<file path="src/hw/rtl/gcb_pkg.sv">
// Shared types and constants for the grapheme cluster boundary unit.
// Holds the break class codes, the queue item layout and the class range table.
// No dependencies.
`timescale 1ns / 1ps

package gcb_pkg;

  // Grapheme break classes; CLS_NONE marks "no previous code point".
  typedef enum logic [3:0] {
    CLS_OTHER   = 4'd0,
    CLS_CR      = 4'd1,
    CLS_LF      = 4'd2,
    CLS_CONTROL = 4'd3,
    CLS_EXTEND  = 4'd4,
    CLS_ZWJ     = 4'd5,
    CLS_RI      = 4'd6,
    CLS_PREPEND = 4'd7,
    CLS_SPACING = 4'd8,
    CLS_L       = 4'd9,
    CLS_V       = 4'd10,
    CLS_T       = 4'd11,
    CLS_LV      = 4'd12,
    CLS_LVT     = 4'd13,
    CLS_PICT    = 4'd14,
    CLS_NONE    = 4'd15
  } cls_t;

  localparam int CP_W = 21;

  // Classified item passed from front to back.
  typedef struct packed {
    cls_t cls;
    logic first;
  } item_t;

  // Hangul syllable block.
  localparam logic [CP_W-1:0] HANGUL_LO = 21'h0AC00;
  localparam logic [CP_W-1:0] HANGUL_HI = 21'h0D7A3;
  localparam int HANGUL_OFF_W = 14;  // offsets up to 11171
  localparam int HANGUL_T_CNT = 28;  // trailing consonant count (plus none)
  // Reciprocal of 28 scaled by 2^20, rounded up; exact over the offset range.
  localparam int RECIP_SHIFT = 20;
  localparam logic [15:0] RECIP_28 = 16'd37450;
  localparam int QUO_W = 9;          // quotient max 398

  localparam logic [CP_W-1:0] CP_CR    = 21'h0000D;
  localparam logic [CP_W-1:0] CP_LF    = 21'h0000A;
  localparam logic [CP_W-1:0] CP_ZWJ   = 21'h0200D;
  localparam logic [CP_W-1:0] CP_RI_LO = 21'h1F1E6;
  localparam logic [CP_W-1:0] CP_RI_HI = 21'h1F1FF;

  typedef struct packed {
    logic [CP_W-1:0] lo;
    logic [CP_W-1:0] hi;
    cls_t            cls;
  } span_t;

  localparam int NUM_SPANS = 49;

  // Scanned in order; the first matching span wins.
  localparam span_t SPANS [NUM_SPANS] = '{
    '{21'h00300, 21'h0036F, CLS_EXTEND}, '{21'h01AB0, 21'h01AFF, CLS_EXTEND},
    '{21'h01DC0, 21'h01DFF, CLS_EXTEND}, '{21'h0FE20, 21'h0FE2F, CLS_EXTEND},
    '{21'h0FE00, 21'h0FE0F, CLS_EXTEND}, '{21'hE0100, 21'hE01EF, CLS_EXTEND},
    '{21'h020D0, 21'h020FF, CLS_EXTEND}, '{21'h0064B, 21'h0065F, CLS_EXTEND},
    '{21'h00610, 21'h0061A, CLS_EXTEND}, '{21'h00591, 21'h005BD, CLS_EXTEND},
    '{21'h005BF, 21'h005BF, CLS_EXTEND}, '{21'h005C1, 21'h005C2, CLS_EXTEND},
    '{21'h005C4, 21'h005C5, CLS_EXTEND}, '{21'h005C7, 21'h005C7, CLS_EXTEND},
    '{21'h00900, 21'h00903, CLS_EXTEND}, '{21'h0093A, 21'h0094F, CLS_EXTEND},
    '{21'h1F3FB, 21'h1F3FF, CLS_EXTEND}, '{21'h0200C, 21'h0200C, CLS_EXTEND},
    '{21'h0200E, 21'h0200F, CLS_EXTEND},
    '{21'h00E31, 21'h00E3A, CLS_SPACING}, '{21'h00EB1, 21'h00EBC, CLS_SPACING},
    '{21'h1F300, 21'h1F64F, CLS_PICT}, '{21'h1F680, 21'h1F6FF, CLS_PICT},
    '{21'h1F900, 21'h1FAFF, CLS_PICT}, '{21'h02600, 21'h027BF, CLS_PICT},
    '{21'h000A9, 21'h000A9, CLS_PICT}, '{21'h000AE, 21'h000AE, CLS_PICT},
    '{21'h0203C, 21'h0203C, CLS_PICT}, '{21'h02049, 21'h02049, CLS_PICT},
    '{21'h02122, 21'h02139, CLS_PICT}, '{21'h02194, 21'h021AA, CLS_PICT},
    '{21'h0231A, 21'h0231B, CLS_PICT}, '{21'h02328, 21'h02328, CLS_PICT},
    '{21'h023CF, 21'h023CF, CLS_PICT}, '{21'h023E9, 21'h023F3, CLS_PICT},
    '{21'h023F8, 21'h023FA, CLS_PICT}, '{21'h025AA, 21'h025AB, CLS_PICT},
    '{21'h025B6, 21'h025B6, CLS_PICT}, '{21'h025C0, 21'h025C0, CLS_PICT},
    '{21'h025FB, 21'h025FE, CLS_PICT}, '{21'h02934, 21'h02935, CLS_PICT},
    '{21'h02B05, 21'h02B07, CLS_PICT}, '{21'h02B1B, 21'h02B1C, CLS_PICT},
    '{21'h02B50, 21'h02B50, CLS_PICT}, '{21'h02B55, 21'h02B55, CLS_PICT},
    '{21'h03030, 21'h03030, CLS_PICT}, '{21'h0303D, 21'h0303D, CLS_PICT},
    '{21'h03297, 21'h03297, CLS_PICT}, '{21'h03299, 21'h03299, CLS_PICT}
  };

endpackage

</file>
<file path="src/hw/rtl/gcb_front.sv">
// Front end: accepts code points and sorts them into break classes.
// One register stage holds the range class and the Hangul quotient.
// Depends on gcb_pkg.
`timescale 1ns / 1ps

module gcb_front
  import gcb_pkg::*;
(
  input  logic            clk,
  input  logic            rst,
  input  logic            in_valid,
  output logic            in_ready,
  input  logic [CP_W-1:0] code_point,
  input  logic            first_of_text,
  output logic            out_valid,
  input  logic            out_ready,
  output item_t           out_item
);

  cls_t                    base_cls;
  logic                    hangul_hit;
  logic [HANGUL_OFF_W-1:0] hangul_off;
  logic [29:0]             product;

  // Stage registers
  logic                    vld;
  cls_t                    cls_reg;
  logic                    hangul_reg;
  logic                    first_reg;
  logic [HANGUL_OFF_W-1:0] off_reg;
  logic [QUO_W-1:0]        quo_reg;

  logic [HANGUL_OFF_W-1:0] quo_times;

  always_comb begin
    base_cls   = CLS_OTHER;
    hangul_hit = 1'b0;
    if (code_point == CP_CR) begin
      base_cls = CLS_CR;
    end else if (code_point == CP_LF) begin
      base_cls = CLS_LF;
    end else if (code_point < 21'h00020 ||
                 (code_point >= 21'h0007F && code_point <= 21'h0009F)) begin
      base_cls = CLS_CONTROL;
    end else if (code_point == CP_ZWJ) begin
      base_cls = CLS_ZWJ;
    end else if (code_point >= CP_RI_LO && code_point <= CP_RI_HI) begin
      base_cls = CLS_RI;
    end else if ((code_point >= 21'h01100 && code_point <= 21'h0115F) ||
                 (code_point >= 21'h0A960 && code_point <= 21'h0A97C)) begin
      base_cls = CLS_L;
    end else if ((code_point >= 21'h01160 && code_point <= 21'h011A7) ||
                 (code_point >= 21'h0D7B0 && code_point <= 21'h0D7C6)) begin
      base_cls = CLS_V;
    end else if ((code_point >= 21'h011A8 && code_point <= 21'h011FF) ||
                 (code_point >= 21'h0D7CB && code_point <= 21'h0D7FB)) begin
      base_cls = CLS_T;
    end else if (code_point >= HANGUL_LO && code_point <= HANGUL_HI) begin
      base_cls   = CLS_LVT;
      hangul_hit = 1'b1;
    end else begin
      // Walk backward so the earliest matching span sets the class last.
      for (int i = NUM_SPANS - 1; i >= 0; i--) begin
        if (code_point >= SPANS[i].lo && code_point <= SPANS[i].hi) begin
          base_cls = SPANS[i].cls;
        end
      end
    end
  end

  // Offset into the syllable block; only meaningful on a Hangul hit.
  assign hangul_off = HANGUL_OFF_W'(code_point - HANGUL_LO);
  assign product    = {16'd0, hangul_off} * {14'd0, RECIP_28};

  assign in_ready = !vld || out_ready;

  always_ff @(posedge clk) begin
    if (rst) begin
      vld <= 1'b0;
    end else if (in_ready) begin
      vld <= in_valid;
    end
  end

  always_ff @(posedge clk) begin
    if (in_ready && in_valid) begin
      cls_reg    <= base_cls;
      hangul_reg <= hangul_hit;
      first_reg  <= first_of_text;
      off_reg    <= hangul_off;
      quo_reg    <= product[RECIP_SHIFT +: QUO_W];
    end
  end

  // quotient * 28 by shift and subtract; a match means no trailing consonant
  assign quo_times = HANGUL_OFF_W'({quo_reg, 5'd0}) - HANGUL_OFF_W'({quo_reg, 2'd0});

  assign out_valid      = vld;
  assign out_item.first = first_reg;
  always_comb begin
    out_item.cls = cls_reg;
    if (hangul_reg) begin
      out_item.cls = (quo_times == off_reg) ? CLS_LV : CLS_LVT;
    end
  end

endmodule

</file>
<file path="src/hw/rtl/gcb_queue.sv">
// Short queue of classified items between the front end and the rule engine.
// Register-based, one write and one read per cycle; writes are refused while the queue is full.
// Depends on gcb_pkg.
`timescale 1ns / 1ps

module gcb_queue
  import gcb_pkg::*;
#(
  parameter int DEPTH = 4
) (
  input  logic  clk,
  input  logic  rst,
  input  logic  in_valid,
  output logic  in_ready,
  input  item_t in_item,
  output logic  out_valid,
  input  logic  out_ready,
  output item_t out_item
);

  localparam int AW = (DEPTH > 1) ? $clog2(DEPTH) : 1;
  localparam int CW = $clog2(DEPTH + 1);
  localparam logic [AW-1:0] LAST = AW'(DEPTH - 1);
  localparam logic [CW-1:0] FULL = CW'(DEPTH);

  item_t         mem [DEPTH];
  logic [AW-1:0] wr_ptr;
  logic [AW-1:0] rd_ptr;
  logic [CW-1:0] count;
  logic          push;
  logic          pop;

  assign in_ready  = (count != FULL);
  assign out_valid = (count != '0);
  assign push      = in_valid && in_ready;
  assign pop       = out_valid && out_ready;
  assign out_item  = mem[rd_ptr];

  always_ff @(posedge clk) begin
    if (rst) begin
      wr_ptr <= '0;
      rd_ptr <= '0;
      count  <= '0;
    end else begin
      if (push) begin
        wr_ptr <= (wr_ptr == LAST) ? '0 : wr_ptr + 1'b1;
      end
      if (pop) begin
        rd_ptr <= (rd_ptr == LAST) ? '0 : rd_ptr + 1'b1;
      end
      if (push && !pop) begin
        count <= count + 1'b1;
      end else if (pop && !push) begin
        count <= count - 1'b1;
      end
    end
  end

  always_ff @(posedge clk) begin
    if (push) begin
      mem[wr_ptr] <= in_item;
    end
  end

endmodule

</file>
<file path="src/hw/rtl/gcb_rules.sv">
// Back end: applies the boundary rules against the previous class and
// the regional indicator parity, and drives the output register.
// Depends on gcb_pkg.
`timescale 1ns / 1ps

module gcb_rules
  import gcb_pkg::*;
(
  input  logic  clk,
  input  logic  rst,
  input  logic  in_valid,
  output logic  in_ready,
  input  item_t in_item,
  output logic  out_valid,
  input  logic  out_ready,
  output logic  out_break,
  output cls_t  out_cls
);

  cls_t prev_cls;
  logic regional_odd;
  logic brk;
  logic rule_brk;
  logic odd_next;
  logic take;
  cls_t p;
  cls_t c;

  assign p = prev_cls;
  assign c = in_item.cls;

  function automatic logic is_ctl(cls_t k);
    return (k == CLS_CONTROL) || (k == CLS_CR) || (k == CLS_LF);
  endfunction

  always_comb begin
    if (p == CLS_CR && c == CLS_LF) begin
      rule_brk = 1'b0;
    end else if (is_ctl(p) || is_ctl(c)) begin
      rule_brk = 1'b1;
    end else if (p == CLS_L &&
                 (c == CLS_L || c == CLS_V || c == CLS_LV || c == CLS_LVT)) begin
      rule_brk = 1'b0;
    end else if ((p == CLS_LV || p == CLS_V) && (c == CLS_V || c == CLS_T)) begin
      rule_brk = 1'b0;
    end else if ((p == CLS_LVT || p == CLS_T) && c == CLS_T) begin
      rule_brk = 1'b0;
    end else if (c == CLS_EXTEND || c == CLS_ZWJ || c == CLS_SPACING) begin
      rule_brk = 1'b0;
    end else if (p == CLS_PREPEND) begin
      rule_brk = 1'b0;
    end else if (p == CLS_ZWJ && c == CLS_PICT) begin
      rule_brk = 1'b0;
    end else if (p == CLS_RI && c == CLS_RI) begin
      rule_brk = !regional_odd;
    end else begin
      rule_brk = 1'b1;
    end
  end

  assign brk = in_item.first || (p == CLS_NONE) || rule_brk;

  always_comb begin
    if (brk) begin
      odd_next = (c == CLS_RI);
    end else if (c == CLS_RI) begin
      odd_next = !regional_odd;
    end else if (p != CLS_RI) begin
      odd_next = 1'b0;
    end else begin
      odd_next = regional_odd;
    end
  end

  assign in_ready = !out_valid || out_ready;
  assign take     = in_valid && in_ready;

  always_ff @(posedge clk) begin
    if (rst) begin
      prev_cls     <= CLS_NONE;
      regional_odd <= 1'b0;
      out_valid    <= 1'b0;
    end else begin
      if (in_ready) begin
        out_valid <= in_valid;
      end
      if (take) begin
        prev_cls     <= c;
        regional_odd <= odd_next;
      end
    end
  end

  always_ff @(posedge clk) begin
    if (take) begin
      out_break <= brk;
      out_cls   <= c;
    end
  end

endmodule

</file>
<file path="src/hw/rtl/grapheme_cluster_boundary_unit.sv">
// Top level of the grapheme cluster boundary unit (simplified UAX #29).
// Ties front end, item queue and rule engine together.
// Depends on gcb_pkg, gcb_front, gcb_queue, gcb_rules.
//
//   channel   direction  tdata                 tuser
//   s_*       in         [20:0] code_point     [0] first_of_text
//   m_*       out        [3:0]  break_class    [0] break_before
//
// One code point per cycle sustained while m_tready stays high; each item passes
// the front register, the queue and the output register in that order. The rate
// is set by the rule engine, which updates the previous class and regional
// parity once per item.
// Reset (rst, synchronous) empties all stages and clears the state to "no
// previous code point". A stall on the output fills the queue first; the input
// side keeps taking transfers until the queue and front register are full.
`timescale 1ns / 1ps

module grapheme_cluster_boundary_unit
  import gcb_pkg::*;
#(
  parameter int QUEUE_DEPTH = 4
) (
  input  logic        clk,
  input  logic        rst,
  input  logic        s_tvalid,
  output logic        s_tready,
  input  logic [23:0] s_tdata,   // [20:0] code_point, [23:21] zero
  input  logic [0:0]  s_tuser,   // [0] first_of_text
  output logic        m_tvalid,
  input  logic        m_tready,
  output logic [7:0]  m_tdata,   // [3:0] break_class, [7:4] zero
  output logic [0:0]  m_tuser    // [0] break_before
);

  logic  f_valid;
  logic  f_ready;
  item_t f_item;
  logic  q_valid;
  logic  q_ready;
  item_t q_item;
  logic  brk;
  cls_t  cls;

  // Classify incoming code points.
  gcb_front u_front (
    .clk           (clk),
    .rst           (rst),
    .in_valid      (s_tvalid),
    .in_ready      (s_tready),
    .code_point    (s_tdata[CP_W-1:0]),
    .first_of_text (s_tuser[0]),
    .out_valid     (f_valid),
    .out_ready     (f_ready),
    .out_item      (f_item)
  );

  // Decouple classification from the rule engine.
  gcb_queue #(
    .DEPTH (QUEUE_DEPTH)
  ) u_queue (
    .clk       (clk),
    .rst       (rst),
    .in_valid  (f_valid),
    .in_ready  (f_ready),
    .in_item   (f_item),
    .out_valid (q_valid),
    .out_ready (q_ready),
    .out_item  (q_item)
  );

  // Decide the boundary and hold the result until the transfer completes.
  gcb_rules u_rules (
    .clk       (clk),
    .rst       (rst),
    .in_valid  (q_valid),
    .in_ready  (q_ready),
    .in_item   (q_item),
    .out_valid (m_tvalid),
    .out_ready (m_tready),
    .out_break (brk),
    .out_cls   (cls)
  );

  assign m_tdata = {4'd0, cls};
  assign m_tuser = brk;

endmodule

</file>
<file path="config.mk">
export PLATFORM = sky130hd
export DESIGN_NAME = grapheme_cluster_boundary_unit
export DESIGN_NICKNAME = d
export VERILOG_FILES = /design/src/hw/rtl/gcb_pkg.sv /design/src/hw/rtl/gcb_front.sv /design/src/hw/rtl/gcb_queue.sv /design/src/hw/rtl/gcb_rules.sv /design/src/hw/rtl/grapheme_cluster_boundary_unit.sv
export SDC_FILE = /design/constraint.sdc
export NUM_CORES = 1
export LEC_CHECK = 0
export ABC_AREA = 1
export BUFFER_PORTS_ARGS = -buffer_cell sky130_fd_sc_hd__buf_2
export CAP_MARGIN = 10
export CORE_MARGIN = 3
export CORE_UTILIZATION = 35
export CTS_CLUSTER_DIAMETER = 40
export DETAILED_ROUTE_END_ITERATION = 7
export GPL_TIMING_DRIVEN = 0
export PLACE_DENSITY = 0.47
export SLEW_MARGIN = 15
export SYNTH_ARGS = -nofsm -noshare
export SYNTH_HDL_FRONTEND = slang
export SYNTH_SLANG_ARGS = --single-unit
export TNS_END_PERCENT = 10
</file>
<file path="constraint.sdc">
create_clock -name clk -period 15.1 [get_ports clk]
set_input_delay 1.51 -clock clk [delete_from_list [all_inputs] [get_ports clk]]
set_output_delay 1.51 -clock clk [all_outputs]
set_load 0.05 [all_outputs]
</file>
==> impl_metrics.ini <==
[route]
met1Wirelength_um = 18170
top_layer = met4
via_count = 10950
wl_met2_um = 18490
post-route-drc-count = 0
route.detailed.vias_per_inst = 5.521
antenna_violating_nets_left = 0
amount_of_wire_on_met3_after_detailed_routing_um = 3777
detail_route.wirelength_um = 42340
post_drt_wl_per_cell_um = 21.34
detail_route.first_pass.iterations = 6
detail_route.iter0.violations = 1109

[clocking]
htree_levels = 3
clk-insertion-delay-late_ps = 320
ctsRootBufferMaster = sky130_fd_sc_hd__clkbuf_16
clk_pin_slew_worst_paths_ps = 50
post_cts_hold_buffer_count = 0
cts_tree = yes
clockBufferDepth = 2
cts-resized-gates = 0
post_cts.repair.setup_buffers = 0
clock_sinks = 70
tritoncts.num_buffers = 9

[grt]
total_routing_usage_gr_pct = 26.84
number_of_antenna_violations_at_the_first_check_in_global_routing = 0
grt_remaining_overflow = 0
first_global_vias = 10200
grt_max_degree = 30
first_pass_grt_wire_length_um = 62750

[finish]
multi_input_area_um2 = 7209
final_net_count = 1770
layout.cell_area.non_filler_um2 = 11100
largest_register_ffs = 20
layout.area.seq_um2 = 1942
area_delta_synth_final_pct = 9.059
fraction_of_final_layout_cells_with_drive_strength_greater_than_1_pct = 9.034
fill_cells = 3140

[synthesis]
netlist_top_cells_area = sky130_fd_sc_hd__edfxtp_1, sky130_fd_sc_hd__nand2_1, sky130_fd_sc_hd__ha_1
syn-cell-area_um2 = 10180
synth_top_area_cell = sky130_fd_sc_hd__edfxtp_1
syn_avg_cell_area_um2 = 6.537
ys.flop_type = sky130_fd_sc_hd__edfxtp_1
postSynth.asyncResetShare_pct = 0
postSynthRegisterBits = 70
synth_top_area_share_pct = 15.93
syn_inst = 1557
seq_area_frac_synth_pct = 19.08
number_of_synthesized_flops_with_an_enable_pin = 54
synth_warnings = 0
synth.distinct_cells = 52

[timing]
hold_violations = 0
final_max_slew_viol_count = 0
post-route-period-util_pct = 52.09
tns_ps = 0
min_period_ps = 7865
max_clock_freq_ghz = 0.1271
setup_repair_after_global_routing_missed_its_margin = no
worst_slew_pin_slew_ps = 1102
setup_viol = 0
final.setup_skew_ps = 5.779
worst_slew_margin_rel_pct = 26.52

[critical_path]
crit_top_cell = sky130_fd_sc_hd__fa_1
startpoint_of_the_most_critical_register_to_register_path = u_queue.count[0]
worst_ep_arrival_time_ps = 8020
crit_fanout = 9
worst_path_cell_trace = buf_2 -> buf_4 -> a21oi_1 -> xor2_1 -> ha_1 -> inv_1 -> fa_1 -> fa_1 -> inv_1 -> fa_1 -> fa_1 -> fa_1 -> ha_1 -> nand2_1 -> nor2_1 -> inv_1 -> nor2_1 -> nand2_1 -> o311ai_0 -> nand3_1 -> nand2_1 -> nand2_1 -> nand3_1 -> xor2_1
dominant_delay_contributor_by_cell_family_on_the_critical_path = adder cells
critical_path_buf_inv_count = 5
timing.setup.critical_path_class = primary input to flip-flop
timing.critical_path.slowest_stage_cell = sky130_fd_sc_hd__o311ai_0
crit_start = s_tdata[10]
setup.worst_path.end_class = flip-flop
crit_path_max_incr_delay_ps = 830
critPathLaunchType = primary input
critical_path_required_ps = 15250

[power]
power_per_cell_area_nw_per_um2 = 118.6
leakage_nw = 5.218
vdd_drop_max_uv = 66.39

[placed_design]
placement.io_buffers = 29
place.gp.congestion = 1.060
dpl.hpwl_um = 35540
place_area_um2 = 10810

[floorplan]
placeableCoreArea_um2 = 28240
num_io_pins = 40
die_x_um = 176.5
initial_cell_density_of_the_core_pct = 36.04
die_area_um2 = 31160
die_h_um = 176.5
placement_rows = 61

[worst_hold_path]
hold_path_startpoint = u_queue.count[1]
hold_class = flip-flop to flip-flop

[status]
status = finished, final reports clean

[job]
drv.max_cap_violation_count = 0
## per-stage QoR
step                      hold WS, ps  util, %  std cells  setup WS [ps]  power [mW]
final                           494.6    39.31       1984           7235       1.316
after global routing            533.5    39.30       1983           6963       1.454
after CTS                       491.3    39.30       1983           7298       1.326
after detailed placement        484.1    38.27       1967           6975       1.115
after global placement          476.7    38.27       1967           6969       1.115
after floorplan                 458.7        -       1560           8481      0.9115
## cell families (layout without fill, tap and decap cells)
logic type / count (synthesis) / count (layout) / synth area share [%]
AO/OA/AOI/OAI: 173 / 173 / 9.613
XOR/XNOR: 31 / 31 / 2.667
adder cells (fa/ha/maj): 141 / 141 / 19.47
buffers and inverters: 244 / 289 / 10.20
flip-flops: 70 / 70 / 19.08
other: 1 / 5 / 0.03684
AND/OR/NAND/NOR: 897 / 897 / 38.93
## layout by cell type, fill, tap and decap left out, drive strengths merged, types with 16 or more instances in the layout
cell type / count
o21ai: 70
inv: 213
buf: 57
ha: 112
fa: 29
xor2: 21
nor3: 32
nand3: 150
edfxtp: 54
a21oi: 69
nand4: 41
dfxtp: 16
nor2: 244
nand2: 409
## cell type report
cell class                      count  share of cell area (%)
Clock buffer                        9                   2.029
Buffer                             29                   1.995
Sequential cell                    70                   17.49
Antenna cell                        1                 0.02254
Timing Repair Buffer               29                   1.307
Clock inverter                      7                  0.5861
Tap cell                          378                   4.261
Multi-Input combinational cell   1246                   64.95
Inverter                          215                   7.360
## worst register-to-register path, stage by stage, from the launching register on
cell                       delay, ps
sky130_fd_sc_hd__dfxtp_1         390
sky130_fd_sc_hd__nor2_1          100
sky130_fd_sc_hd__a21oi_1         850
sky130_fd_sc_hd__clkinv_1        480
sky130_fd_sc_hd__ha_1            340
sky130_fd_sc_hd__inv_1           100
sky130_fd_sc_hd__fa_1            410
sky130_fd_sc_hd__o21ai_0         160
sky130_fd_sc_hd__a21oi_1          50
## synthesized netlist by cell type (10+ instances only)
master,number
sky130_fd_sc_hd__a21oi_1,65
sky130_fd_sc_hd__buf_4,16
sky130_fd_sc_hd__dfxtp_1,16
sky130_fd_sc_hd__edfxtp_1,54
sky130_fd_sc_hd__fa_1,29
sky130_fd_sc_hd__ha_1,112
sky130_fd_sc_hd__inv_1,199
sky130_fd_sc_hd__inv_2,10
sky130_fd_sc_hd__nand2_1,399
sky130_fd_sc_hd__nand3_1,147
sky130_fd_sc_hd__nand4_1,41
sky130_fd_sc_hd__nor2_1,212
sky130_fd_sc_hd__nor2_2,23
sky130_fd_sc_hd__nor3_1,29
sky130_fd_sc_hd__o21ai_0,56
sky130_fd_sc_hd__o21ai_1,12
sky130_fd_sc_hd__xnor2_1,10
sky130_fd_sc_hd__xor2_1,21
## report_power, final
| part | switching [mW] | internal (mW) |
|---|---|---|
| combinational | 0.526 | 0.291 |
| sequential | 0.0278 | 0.269 |
| clock | 0.0755 | 0.126 |
| total | 0.630 | 0.687 |
## path summary, 6_finish.rpt
| kind | end | slack, ps | cells past startpoint |
|---|---|---|---|
| setup reg to reg | u_queue.count[1] | 12110 | 8 |
| hold reg to reg | u_queue.count[1] | 490 | 2 |
| setup / recovery | u_front.quo_reg[7] | 7230 | 24 |
| hold / removal | u_queue.count[1] | 490 | 2 |
## layer usage
layer	vias up	global-route usage [%]
met5	-	0
met4	0	11.13
met3	105	4.151
met2	564	41.94
met1	5067	36.99
li1	5218	-
No activity file was read; power rests on OpenSTA's default activity.
